--- src/sv/ebp_pkg.sv ---
`timescale 1ns / 1ps
package ebp_pkg;

   // Default sizes of the block
   localparam int MAX_VERTICES_DEF   = 65536;
   localparam int MAX_PARTITIONS_DEF = 8;
   localparam int COUNT_BITS_DEF     = 24;

   // Fixed field widths
   localparam int ID_W     = 16;
   localparam int WGT_W    = 32;
   localparam int BLK_W    = 3;
   localparam int POS_W    = 24;
   localparam int VC_W     = 17;
   localparam int PC_W     = 4;
   localparam int CSR_IX_W = 2;

   // Register reset values
   localparam logic [VC_W-1:0] VERTEX_COUNT_RST    = 17'd65536;
   localparam logic [PC_W-1:0] PARTITION_COUNT_RST = 4'd8;

   // Register indexes
   localparam logic [CSR_IX_W-1:0] CSR_VERTEX_COUNT    = 2'd0;
   localparam logic [CSR_IX_W-1:0] CSR_PARTITION_COUNT = 2'd1;
   localparam logic [CSR_IX_W-1:0] CSR_WEIGHTED        = 2'd2;

   typedef enum logic [1:0] {
      CMD_LOAD  = 2'd0,
      CMD_EDGE  = 2'd1,
      CMD_FLUSH = 2'd2,
      CMD_NONE  = 2'd3
   } cmd_type;

   localparam logic KIND_EDGE    = 1'b0;
   localparam logic KIND_SUMMARY = 1'b1;

   typedef struct packed {
      cmd_type            command;
      logic [ID_W-1:0]    source_vertex;
      logic [ID_W-1:0]    target_vertex;
      logic [ID_W-1:0]    new_label;
      logic [WGT_W-1:0]   weight_bits;
   } req_type;

   typedef struct packed {
      logic               result_kind;
      logic [ID_W-1:0]    new_source;
      logic [ID_W-1:0]    new_target;
      logic [WGT_W-1:0]   weight_out;
      logic [BLK_W-1:0]   row_block;
      logic [BLK_W-1:0]   col_block;
      logic [POS_W-1:0]   position;
      logic [POS_W-1:0]   block_count;
      logic               range_error;
      logic               last;
   } rsp_type;

   // Status handed from the partition setup unit to the main control
   typedef struct packed {
      logic               busy;
      logic               weighted;
      logic [PC_W-1:0]    parts;
   } cfg_status_type;

   typedef enum logic [2:0] {
      ST_IDLE,
      ST_LOOKUP,
      ST_EDGE_OUT,
      ST_SUM_READ,
      ST_SUM_OUT
   } state_type;

   typedef enum logic [1:0] {
      CFG_LOAD,
      CFG_DIV,
      CFG_BOUND,
      CFG_DONE
   } cfg_state_type;

endpackage

--- src/sv/ebp_part_cfg.sv ---
`timescale 1ns / 1ps
module ebp_part_cfg #(
   parameter int MAX_VERTICES   = ebp_pkg::MAX_VERTICES_DEF,
   parameter int MAX_PARTITIONS = ebp_pkg::MAX_PARTITIONS_DEF,
   localparam int VW = $clog2(MAX_VERTICES + 1)
) (
   input  logic                              clock,
   input  logic                              reset,
   input  logic                              csr_valid,
   output logic                              csr_ready,
   input  logic [ebp_pkg::CSR_IX_W-1:0]      csr_index,
   input  logic [ebp_pkg::VC_W-1:0]          csr_data,
   output ebp_pkg::cfg_status_type           status,
   output logic [VW-1:0]                     eff_vertices,
   output logic [MAX_PARTITIONS-1:0][VW-1:0] bound
);

   localparam int SW = $clog2(VW);
   localparam int KW = (MAX_PARTITIONS > 1) ? $clog2(MAX_PARTITIONS) : 1;

   logic [ebp_pkg::VC_W-1:0] vc_ff;
   logic [ebp_pkg::PC_W-1:0] pc_ff;
   logic                     wt_ff;
   logic [24:0]              v_wide;
   logic [VW-1:0]            v_eff;
   logic [ebp_pkg::PC_W-1:0] p_clamp;
   logic [ebp_pkg::PC_W-1:0] p_eff;

   ebp_pkg::cfg_state_type   cstate_ff;
   ebp_pkg::cfg_state_type   cstate_in;
   logic                     csr_write;
   logic                     do_load;
   logic                     do_div;
   logic                     do_bound;

   logic [VW-1:0]            dvd_ff;
   logic [VW-1:0]            quo_ff;
   logic [4:0]               rem_ff;
   logic [SW-1:0]            step_ff;
   logic [KW-1:0]            k_ff;
   logic [VW-1:0]            acc_ff;
   logic [MAX_PARTITIONS-1:0][VW-1:0] bound_ff;
   logic [4:0]               trial;
   logic [VW-1:0]            next_bound;

   assign csr_ready = 1'b1;
   assign csr_write = csr_valid && csr_ready;

   // Hold the registers
   always_ff @(posedge clock) begin
      if (reset) begin
         vc_ff <= ebp_pkg::VERTEX_COUNT_RST;
         pc_ff <= ebp_pkg::PARTITION_COUNT_RST;
         wt_ff <= 1'b0;
      end else if (csr_write) begin
         case (csr_index)
            ebp_pkg::CSR_VERTEX_COUNT:    vc_ff <= csr_data;
            ebp_pkg::CSR_PARTITION_COUNT: pc_ff <= csr_data[ebp_pkg::PC_W-1:0];
            ebp_pkg::CSR_WEIGHTED:        wt_ff <= csr_data[0];
            default: ;
         endcase
      end
   end

   // Clamp vertex and partition counts to their working range
   always_comb begin
      if (vc_ff == '0) begin
         v_wide = 25'd1;
      end else if (25'(vc_ff) > 25'(MAX_VERTICES)) begin
         v_wide = 25'(MAX_VERTICES);
      end else begin
         v_wide = 25'(vc_ff);
      end
      v_eff = v_wide[VW-1:0];
      if (pc_ff == '0) begin
         p_clamp = 4'd1;
      end else if (32'(pc_ff) > 32'(MAX_PARTITIONS)) begin
         p_clamp = 4'(MAX_PARTITIONS);
      end else begin
         p_clamp = pc_ff;
      end
      p_eff = (25'(p_clamp) > v_wide) ? v_wide[ebp_pkg::PC_W-1:0] : p_clamp;
   end

   // Next state: restart after reset or any register write
   always_comb begin
      cstate_in = cstate_ff;
      case (cstate_ff)
         ebp_pkg::CFG_LOAD:  cstate_in = ebp_pkg::CFG_DIV;
         ebp_pkg::CFG_DIV: begin
            if (step_ff == SW'(VW - 1)) cstate_in = ebp_pkg::CFG_BOUND;
         end
         ebp_pkg::CFG_BOUND: begin
            if (k_ff == KW'(MAX_PARTITIONS - 1)) cstate_in = ebp_pkg::CFG_DONE;
         end
         ebp_pkg::CFG_DONE:  cstate_in = ebp_pkg::CFG_DONE;
         default:            cstate_in = ebp_pkg::CFG_LOAD;
      endcase
      if (csr_write) cstate_in = ebp_pkg::CFG_LOAD;
   end

   always_ff @(posedge clock) begin
      if (reset) begin
         cstate_ff <= ebp_pkg::CFG_LOAD;
      end else begin
         cstate_ff <= cstate_in;
      end
   end

   // Outputs of the sequencer
   always_comb begin
      do_load  = 1'b0;
      do_div   = 1'b0;
      do_bound = 1'b0;
      case (cstate_ff)
         ebp_pkg::CFG_LOAD:  do_load  = 1'b1;
         ebp_pkg::CFG_DIV:   do_div   = 1'b1;
         ebp_pkg::CFG_BOUND: do_bound = 1'b1;
         default: ;
      endcase
   end

   // One quotient bit a cycle, then one partition boundary a cycle
   assign trial      = {rem_ff[3:0], dvd_ff[VW-1]};
   assign next_bound = acc_ff + quo_ff + VW'(4'(k_ff) < rem_ff[3:0]);

   always_ff @(posedge clock) begin
      if (do_load) begin
         dvd_ff  <= v_eff;
         quo_ff  <= '0;
         rem_ff  <= '0;
         step_ff <= '0;
         k_ff    <= '0;
         acc_ff  <= '0;
      end else if (do_div) begin
         dvd_ff  <= dvd_ff << 1;
         step_ff <= step_ff + 1'b1;
         if (trial >= {1'b0, p_eff}) begin
            rem_ff <= trial - {1'b0, p_eff};
            quo_ff <= {quo_ff[VW-2:0], 1'b1};
         end else begin
            rem_ff <= trial;
            quo_ff <= {quo_ff[VW-2:0], 1'b0};
         end
      end else if (do_bound) begin
         bound_ff[k_ff] <= next_bound;
         acc_ff         <= next_bound;
         k_ff           <= k_ff + 1'b1;
      end
   end

   assign status.busy     = (cstate_ff != ebp_pkg::CFG_DONE);
   assign status.weighted = wt_ff;
   assign status.parts    = p_eff;
   assign eff_vertices    = v_eff;
   assign bound           = bound_ff;

endmodule

--- config.mk ---
export PLATFORM = sky130hd
export DESIGN_NAME = ebp_part_cfg
export DESIGN_NICKNAME = d
export VERILOG_FILES = /design/src/sv/ebp_pkg.sv /design/src/sv/ebp_part_cfg.sv
export SDC_FILE = /design/constraint.sdc
export NUM_CORES = 1
export LEC_CHECK = 0
export BUFFER_PORTS_ARGS = -buffer_cell sky130_fd_sc_hd__buf_2
export CAP_MARGIN = 30
export CORE_ASPECT_RATIO = 0.75
export CORE_MARGIN = 2
export CORE_UTILIZATION = 54
export DETAILED_ROUTE_END_ITERATION = 8
export PLACE_DENSITY = 0.79
export SLEW_MARGIN = 20
export SYNTH_ARGS = -nofsm -noshare
export SYNTH_HDL_FRONTEND = slang
export SYNTH_SLANG_ARGS = --single-unit
--- constraint.sdc ---
create_clock -name clock -period 4.79 [get_ports clock]
set_input_delay 0.479 -clock clock [delete_from_list [all_inputs] [get_ports clock]]
set_output_delay 0.479 -clock clock [all_outputs]
set_load 0.05 [all_outputs]
==> out/metrics.csv <==
metric,value,unit
Nets,906,
Hold WC Path Type,in2reg,
min Tclk post-route,4.46,ns
gp weighted congestion,0.835,
Fin Hold WS,0.199,ns
synthesized net count,712,
layout cells sized above 1,28.9,%
number of flops mapped to enable cells by yosys,153,
CTS root buf,clkbuf_16,
YS warnings,0,
antenna cell count,0,
CP max-delay cell,or4_1,
"Reg clk slew, reported paths",0.06,ns
cts repair resizes,0,
hold_buf cts,0,
worst path bufs/invs,3,
core area,0.0159,mm^2
CP required,5.16,ns
met1 wire length,8630,um
PwrDens,358,mW/mm^2
number of buffers created by CTS,22,
IO Port Bufs,180,
Post-Route WL,19300,um
worst skew pair latency,0.51,ns
drt first pass iters,5,
crit-path max FO,6,
DR top layer,met4,
pin count of the biggest net entering global routing,51,
dpl cell area,0.00987,mm^2
DR WL/cell,17.9,um
"most common cell after layout, fill and taps aside",buf_2,
mapped cell area,0.00865,mm^2
Post-CTS Setup Bufs,0,
Via Count,5868,
wire length on met2,8840,um
die outline area,0.0171,mm^2
Ports,182,
"slowest stage delay, CP",0.46,ns
DR WL met3,1300,um
TritonCTS clock tree,done,
CP Launch Type,flip-flop,
Post-synth ARST share,0,%
CP top delay family,simple AND/OR/NAND/NOR gates,
Tightest Pin Transition,0.922,ns
Avg Inst Size Synth,13.1,um^2
H-tree depth,1,
CP Cell Sequence,nor4_1 -> nand3_1 -> or4_1 -> a21o_1 -> clkinv_1 -> ha_1 -> nor2b_1 -> o21ai_0 -> nand2b_1 -> a21oi_1 -> nor3_2 -> buf_4 -> mux2_2 -> inv_1 -> ha_1 -> nor2b_1 -> o21ai_0 -> a21boi_0 -> nor2_1 -> mux2i_1 -> o22ai_1,
die span in x,150,um
Netlist cell types,56,
CTS Buffer Depth,3,
Remaining DRCs,0,
crit path capture type,flip-flop,
"commonest cells after routing, fill and taps aside","buf_2 (180), edfxtp_1 (153), nand2_1 (100)",
Crit path arrival time,4.83,ns
Sum Neg Setup Slack,0,ns
post-route design area,0.0105,mm^2
clock sink total,223,
"Core Util, Final",66.4,%
status,finished clean,
Total GRT Usage,22.5,%
"Slew Viols, Final",0,
Worst VDD drop,175,uV
Highest Clock Rate,224,MHz
final-report hold violation count,0,
Synth Register Bits,223,
# rows,40,
sequential-to-total area share from yosys stat,69.3,%
initial antenna violation count,0,
Max-Cap Viols,0,
Slew headroom,38.3,%
Leak,4.25,nW
DRT iter0 DRCs,485,
vias in the first global route,5585,
detail-routed via count per cell,5.44,
Die Y,114,um
Mapped Cells,658,
synth-to-layout area growth,21.9,%
DP Wirelength,13400,um
Layout Skew,0.0183,ns
ys flop type,edfxtp_1,
"Setup violations, final",0,
global-route wire length before repair,29900,um
worst setup path class,reg2reg,
Overflow after GRT,0,
DRT antenna net count,0,
RSZ-0062 raised after global routing,no,
Final Cycle Share,93.0,%
initial core utilization,54.5,%
==> cell type report <==
class,count,area (um^2)
Clock buffer,26,566
Clock inverter,14,109
Fill cell,1131,5330
Inverter,23,86.3
Multi-Input combinational cell,387,2500
Sequential cell,223,6000
Tap cell,210,263
Timing Repair Buffer,195,1020
==> final timing paths <==
| path | startpoint | to | slack, ns | cells after the start |
|---|---|---|---|---|
| max | vc_ff[6]$_SDFFE_PP0P_ | rem_ff[1]$_SDFFE_PP0P_ | 0.33 | 21 |
| min | csr_data[16] | vc_ff[16]$_SDFFE_PP1P_ | 0.20 | 3 |
| max reg2reg | vc_ff[6]$_SDFFE_PP0P_ | rem_ff[1]$_SDFFE_PP0P_ | 0.33 | 21 |
| min reg2reg | vc_ff[7]$_SDFFE_PP0P_ | vc_ff[7]$_SDFFE_PP0P_ | 0.47 | 2 |
==> kinds of logic (layout without fill, tap and decap cells) <==
| family | Yosys count | in the layout | share of synthesized area, % |
|---|---|---|---|
| compound gates | 126 | 126 | 9.16 |
| xor+xnor | 15 | 15 | 1.52 |
| fa+ha+maj | 32 | 32 | 4.89 |
| buf+inv | 48 | 258 | 2.18 |
| flops | 223 | 223 | 69.3 |
| mux | 21 | 21 | 2.63 |
| other cells | 1 | 1 | 0.0434 |
| simple gates | 192 | 192 | 10.3 |
==> where the power goes <==
part	internal [mW]	leakage (nW)	total, mW	switching [mW]
Combinational	0.0417	1.90	0.121	0.0788
Sequential	2.05	2.03	2.06	0.0110
Clock	0.903	0.326	1.59	0.685
==> metal layers <==
metal | track usage (%) | vias to the layer above
li1 | - | 2763
met4 | 7.30 | 0
met5 | 0 | -
met3 | 3.00 | 37
met2 | 36.0 | 230
met1 | 32.3 | 2838
==> stage by stage <==
| step | power, mW | instances | setup WS (ns) |
|---|---|---|---|
| 5_1_grt | 3.89 | 1078 | 0.0187 |
| 4_1_cts | 3.79 | 1078 | 0.413 |
| 6_report | 3.77 | 1078 | 0.334 |
| 3_3_place_gp | 2.22 | 1035 | 0.630 |
| 3_5_place_dp | 2.22 | 1038 | 0.463 |
| 2_1_floorplan | 2.19 | 658 | 0.453 |
==> synth_stat cells, types with 2 or more instances <==
library cell	number	area share, %
a22o_1	13	1.3
buf_4	2	0.17
a21oi_1	35	2.0
nand3b_1	3	0.26
xor2_1	5	0.51
nand3_1	4	0.23
a211oi_1	2	0.17
and2_1	5	0.36
nor3_2	2	0.23
nor2_1	27	1.2
a21o_1	8	0.69
nor4_1	5	0.36
o21ai_1	5	0.29
dfxtp_1	70	16
a211oi_2	2	0.29
fa_1	3	0.69
buf_1	3	0.13
edfxtp_1	153	53
o21a_1	2	0.17
o22ai_1	4	0.29
a2111oi_0	2	0.20
mux2_2	9	1.2
o21bai_1	2	0.17
mux2i_1	7	0.81
mux2_1	5	0.65
xnor2_1	10	1.0
o21ai_0	37	2.1
nor2b_1	13	0.94
inv_1	22	0.95
nand2_1	100	4.3
nand2b_1	11	0.80
nand4_1	5	0.36
o31ai_1	4	0.35
nor3_1	10	0.58
clkbuf_1	19	0.82
ha_1	29	4.2
==> worst min-delay path, delay by kind of cell <==
family | cells | cell delay [ns]
buf+inv | 1 | 0.07
simple gates | 2 | 0.11
==> sequential cells by signal (all words and copies together) (netlist names) <==
signal and flops:
rem_ff 4, bound 136, quo_ff 17, step_ff 5, pc_ff 4, cstate_ff 2, k_ff 3, dvd_ff 17
wt_ff 1, acc_ff 17, vc_ff 17
No activity file was read; power rests on OpenSTA's default activity.
